## config.mk

```make
export PLATFORM = sky130hd
export DESIGN_NAME = tdsa_pick16
export DESIGN_NICKNAME = d
export VERILOG_FILES = /design/src/rtl/tdsa_pkg.sv /design/src/rtl/tdsa_pick16.sv
export SDC_FILE = /design/constraint.sdc
export NUM_CORES = 1
export LEC_CHECK = 0
export BUFFER_PORTS_ARGS = -buffer_cell sky130_fd_sc_hd__buf_2
export CORE_AREA = 2 2 39 41
export DETAILED_ROUTE_END_ITERATION = 10
export DIE_AREA = 0 0 41 43
export PLACE_DENSITY_LB_ADDON = 0.25
export SLEW_MARGIN = 20
export SYNTH_ARGS = -nofsm -noshare
export SYNTH_HDL_FRONTEND = slang
export SYNTH_SLANG_ARGS = --single-unit
export TNS_END_PERCENT = 10
```

## constraint.sdc

```tcl
create_clock -name vclk -period 1.2
set_input_delay 0.06 -clock vclk [all_inputs]
set_output_delay 0.06 -clock vclk [all_outputs]
set_load 0.05 [all_outputs]
```

## src/rtl/tdsa_pkg.sv

```systemverilog
// Shared types and constants for the top-down ID slot allocator.
// No dependencies.
package tdsa_pkg;

   localparam int SLOT_COUNT = 65536;
   localparam int OWNER_BITS = 8;
   localparam int ID_BITS    = 16;
   localparam logic [ID_BITS-1:0] U16_MAX = 16'hFFFF;

   // Request codes
   localparam logic [1:0] REQ_RESERVE = 2'd0;
   localparam logic [1:0] REQ_ALLOC   = 2'd1;
   localparam logic [1:0] REQ_FREE    = 2'd2;

   // Status codes
   localparam logic [1:0] ST_OK       = 2'd0;
   localparam logic [1:0] ST_NOSPACE  = 2'd1;
   localparam logic [1:0] ST_BADFREE  = 2'd2;
   localparam logic [1:0] ST_REPLACED = 2'd3;

   // Slot kinds
   localparam logic [1:0] KIND_FREE     = 2'd0;
   localparam logic [1:0] KIND_RESERVED = 2'd1;
   localparam logic [1:0] KIND_OWNED    = 2'd2;

   typedef struct packed {
      logic       found;
      logic [3:0] index;
   } pick_type;

endpackage

```

## src/rtl/tdsa_pick16.sv

```systemverilog
// Highest set bit of a 16-bit occupancy word.
// Depends on tdsa_pkg.
module tdsa_pick16 (
   input  logic [15:0]        bits,
   output tdsa_pkg::pick_type pick
);
   import tdsa_pkg::*;

   // scan upward so the highest set bit wins
   always_comb begin
      pick.found = |bits;
      pick.index = 4'd0;
      for (int i = 0; i < 16; i++) begin
         if (bits[i]) begin
            pick.index = 4'(i);
         end
      end
   end
endmodule

```

Yosys cells after proc, flatten, opt, wreduce, memory -nomap -nowiden

Cells that the tools add are included.

Bits in registers: 0
Word-level logic and storage cells: 16
Output and inout bits: 5
Input bits: 16

Reduce and logical (&&, ||, !) cells: 1
Mux-type cells: 15

Operators with widths:

| operator            | number |
|---|---|
| 4-bit two-way mux   | 14 |
| 16-bit OR reduction | 1 |
| 1-bit two-way mux   | 1 |

Logic depth before layout (Yosys ltp)

Gate-level depths: netlist of run 1.

Depth in word-level cells: 15
Gate-level depth with buffers: 3
Gate-level depth less buffers: 3

Least setup slack after synthesis of run 1

No wires, ideal clock.

Kind: input -> output
Start point: input port bits[8]
End point: output port pick[4] (netlist name)
Required time: 1140 ps
Buffers on the path: 0
Setup slack: -227 ps
Stages on the path: 3
Arrival time: 1367 ps
Cell sequence: nor4_2 nand3_1 or2_1

RTL lines:

| item        | line             | RTL |
|---|---|---|
| from (decl) | tdsa_pick16.sv:4 | `input logic [15:0] bits,` |
| to (decl)   | tdsa_pick16.sv:5 | `output tdsa_pkg::pick_type pick` |

==> results of run 1 <==
-- where the power goes --
group	total, mW	internal (mW)	switching, mW
clock network	0	0	0
registers	0	0	0
logic	0.106	0.0442	0.0613
total	0.106	0.0442	0.0613
-- worst paths after layout --
kind | startpoint | endpoint | slack, ns | cells past startpoint
max | bits[9] | pick[0] | 0.03 | 5
min | bits[13] | pick[2] | 0.56 | 4
-- layer usage --
metal	part of all wire	wire [microns]	track usage
met1	0.50	301	0.123
met2	0.40	237	0.100
met3	0.095	57	0
met4	0	0	0
met5	0	0	0
-- cell type report --
| class | instances | area [sq um] |
|---|---|---|
| tap | 16 | 20.0 |
| inverter | 1 | 3.75 |
| multi-input combinational | 27 | 184 |
| timing repair buffer | 22 | 115 |
| fill | 161 | 1060 |
-- tightest hold or removal path, delay by kind of cell --
family / cells / cell delay, ns
buffers and inverters: 2 / 0.34
AND/OR/NAND/NOR: 2 / 0.09
-- cells by family after synthesis --
logic type	synth area share
simple gates	0.699
compound gates	0.279
buf+inv	0.0220
-- layout by cell type (no fill, tap or decap) --
| cell type | synthesis | final |
|---|---|---|
| buf_4 | 0 | 1 |
| or3b_1 | 1 | 1 |
| nor3_1 | 1 | 1 |
| or2_1 | 1 | 1 |
| nand3_2 | 0 | 1 |
| buf_2 | 0 | 20 |
| a31oi_2 | 0 | 1 |
| a21o_1 | 1 | 1 |
| and2b_2 | 1 | 1 |
| nor2_1 | 9 | 9 |
| a311oi_2 | 0 | 1 |
| nand3_1 | 3 | 2 |
| o31ai_1 | 2 | 2 |
| or4b_1 | 1 | 1 |
| nand2b_1 | 2 | 2 |
| nor4_2 | 1 | 1 |
| nor4_1 | 1 | 1 |
| clkbuf_4 | 0 | 1 |
| inv_1 | 1 | 1 |
| a221o_1 | 1 | 1 |
==> run metrics, run 1 <==
status finished, final reports clean; register area 0 sq um; most frequent cell on the critical path buf_2; Seq cells 0; Max-Cap Viols 0; post-synth top area share 0.199; crit-path cells buf_2 -> or3b_1 -> a311oi_2 -> a31oi_2 -> buf_2; syn_area_per_cell between 6 and 7 sq um; Hold Buf Count CTS 0; sequential cell area fraction in the yosys report 0; yosys warns 0; Synth area leaders nor2_1 20%, nand3_1 8.8%, o31ai_1 8.8%; PostCTS Resize Cnt 1; fin cells 66; post-synth cell types 16; Place WS -0.00359 ns; Layout Utilization 0.233; DRT iter0 DRCs 5; Max IR drop VDD 0.0000802 V; Critical Path RT 1.14 ns; setup slack after layout roughly 0.025 ns; fin area 323 sq um; Post-CTS Setup Bufs 0; hold crit path type primary input to output port; total iterations of the first detailed-routing run 3; final wirelength about 600 microns; largest net degree at the start of global routing 5; max-slew violations 0; WL per Instance 9.05 microns; WS Path Type primary input to output port; Mapped Nets 44; min Tclk post-route 1.17 ns; final net count 68; CP Buf/Inv Count 2; placed inst area around 310 sq um; # clk buffers 0; DIE AREA approximately 1800 sq um; number of global-route vias before repair 245; Syn-to-layout area delta 89.7%; Crit path max-delay family simple AND/OR/NAND/NOR gates; critical path fanouts, max 4; PD cells 327 nW/um^2; Worst Hold Margin 0.564 ns; I/O pin cnt 21; max incr delay on CP 0.38 ns; Final Hold Viols 0; HPWL after detailed placement 541 microns; Setup TNS 0 ns; Vias/cell 4.26; crit share post-route 0.979; first-pass GRT wire length 959 microns; crit path DAT about 1.1 ns; Initial Util 0.123; initial antenna violation count 0; # DRC 0; most frequent cells after synthesis 9 x nor2_1, 3 x nand3_1, 2 x nand2b_1, 2 x o31ai_1; Die X around 41 microns; Worst path slowest cell or3b_1; RePlAce Congestion 0.675; Tot GR Track Use 0.0709; via count 281; setup violators final 0; Die H 43 microns; IO Port Bufs 21; Setup crit end kind output port; Pwr Total around 0.11 mW; fmax 0.851 GHz; Core ar. 1380 sq um; P_leak roughly 0.14 nW; Startpoint Class primary input; Inst Count DP 66; std cell rows 14; grt total ovfl 0; mapped cell area about 170 sq um; top cell type by total area after synthesis nor2_1; Worst-Margin Slew 0.327 ns; count leader, synth nor2_1; Ant. Diodes 0; Slew HR 0.780; Antenna Violating Nets Remaining 0; RSZ-0062 raised after global routing no; layout cell share with drive strength beyond 1 0.540; synthesized instance count 28
No activity file was read; power rests on OpenSTA's default activity.
==> run 2, diff against run 1 <==
--- a/config.mk
+++ b/config.mk
@@ -5,11 +5,12 @@
 export SDC_FILE = /design/constraint.sdc
 export NUM_CORES = 1
 export LEC_CHECK = 0
-export BUFFER_PORTS_ARGS = -buffer_cell sky130_fd_sc_hd__buf_2
 export CORE_AREA = 2 2 39 41
 export DETAILED_ROUTE_END_ITERATION = 10
 export DIE_AREA = 0 0 41 43
+export DONT_BUFFER_PORTS = 1
 export PLACE_DENSITY_LB_ADDON = 0.25
+export RECOVER_POWER = 100
 export SLEW_MARGIN = 20
 export SYNTH_ARGS = -nofsm -noshare
 export SYNTH_HDL_FRONTEND = slang
==> run metrics, run 2 (synthesis gave the netlist of run 1 again) <==
status finished, final reports clean; PD cells 279 nW/um^2; number of fill cells 166; Hold Buf Count CTS 0; Core ar. 1380 sq um; Slew HR 0.686; met1 Use GR 0.0823; via count between 200 and 250; Multi-input gate area roughly 170 sq um; min Tclk post-route roughly 1.1 ns; critical path fanouts, max 4; switching pwr 0.0389 mW; crit path DAT 1.02 ns; RSZ-0062 raised after global routing no; fmax 0.925 GHz; Post-CTS Setup Bufs 0; Tot GR Track Use 0.0619; total iterations of the first detailed-routing run 3; crit share post-route 0.901; Vias/cell 4.77; Comb power frac 1.000; Die H 43 microns; std cell rows 14; crit-path cells or3b_1 -> a311oi_1 -> a31oi_2 -> clkbuf_4; Cell Int Power 0.0252 mW; first-pass GRT wire length 828 microns; HPWL after detailed placement between 500 and 600 microns; Seq cells 0; Final Hold Viols 0; Switching Fraction 0.607; Max IR drop VDD a little over 0.00006 V; WS Path Type primary input to output port; Worst path slowest cell or3b_1; commonest non-fill, non-tap cell in the layout nor2_1; WL per Instance 11.6 microns; Die X 41 microns; max incr delay on CP 0.36 ns; PostCTS Resize Cnt 0; met2 usage 0.103; P_leak 0.0728 nW; Initial Util 0.123; Max-Cap Viols 0; Sequential Power Share 0; Crit path max-delay family compound AO/OA/AOI/OAI gates; final wirelength 545 microns; DIE AREA 1760 sq um; IO Port Bufs 0; # DRC 0; Setup crit end kind output port; hold crit path type primary input to output port; largest net degree at the start of global routing 5; Syn-to-layout area delta 35.3%; CP Buf/Inv Count 1; most frequent cells in the layout 9 x nor2_1, 2 x nor4_1, 2 x nand3_1, 2 x o31ai_1, 2 x nand2b_1; Most Used Layer, Global Route met2; final net count 49; Place WS 0.105 ns; register area 0 sq um; # clk buffers 0; Critical Path RT 1.14 ns; max-slew violations 0; DRT iter0 DRCs 4; RePlAce Congestion 0.685; Startpoint Class primary input; GR Util met3 0.0157; I/O pin cnt 21; Antenna Violating Nets Remaining 0; Ant. Diodes 0; Clock power frac 0; Worst-Margin Slew 0.473 ns; layout cell share with drive strength beyond 1 0.194; setup slack after layout 0.118 ns; grt total ovfl 0; Setup TNS 0 ns; initial antenna violation count 0; setup violators final 0; number of global-route vias before repair 228
run 2: cell types whose count changed in the layout (fill, tap and decap cells not counted):
cell and delta:
a311oi_1 +1, a311oi_2 -1, buf_12 +1, buf_2 -20, nor4_1 +1, nor4_2 -1
run 2: final cells by class:
cell class	count	area share
Timing Repair Buffer	3	0.152
Multi-Input combinational cell	27	0.745
Tap cell	16	0.0870
Inverter	1	0.0163
run 2: routing by layer:
| layer | part of all wire | vias to the layer above | wire (microns) |
|---|---|---|---|
| met3 | 0.20 | 0 | 108 |
| met4 | 0 | 0 | 0 |
| met2 | 0.41 | 18 | 223 |
| li1 | - | 113 | - |
| met1 | 0.39 | 93 | 213 |
| met5 | 0 | - | 0 |
run 2: path summary, 6_finish.rpt:
| kind | startpoint | end | slack (ns) | depth (start not counted) |
|---|---|---|---|---|
| setup / recovery | bits[9] | pick[0] | 0.12 | 4 |
| hold / removal | bits[13] | pick[2] | 0.39 | 3 |
run 2: power groups by stage:
| stage | Combinational [mW] | Sequential [mW] | Clock [mW] |
|---|---|---|---|
| 6_report | 0.0642 | 0 | 0 |
| 5_1_grt | 0.0695 | 0 | 0 |
| 3_3_place_gp | 0.0654 | 0 | 0 |
| 2_1_floorplan | 0.0527 | 0 | 0 |
| 3_5_place_dp | 0.0658 | 0 | 0 |
| 4_1_cts | 0.0659 | 0 | 0 |
run 2: stage by stage:
stage	cell area, sq um	hold WS, ns	cells	power [mW]	utilization
3_3_place_gp	236	0.387	47	0.0654	0.171
2_1_floorplan	181	0.357	28	0.0527	-
6_report	230	0.385	47	0.0642	0.166
3_5_place_dp	236	0.392	47	0.0658	0.171
5_1_grt	230	0.410	47	0.0695	0.166
4_1_cts	236	0.392	47	0.0659	0.171
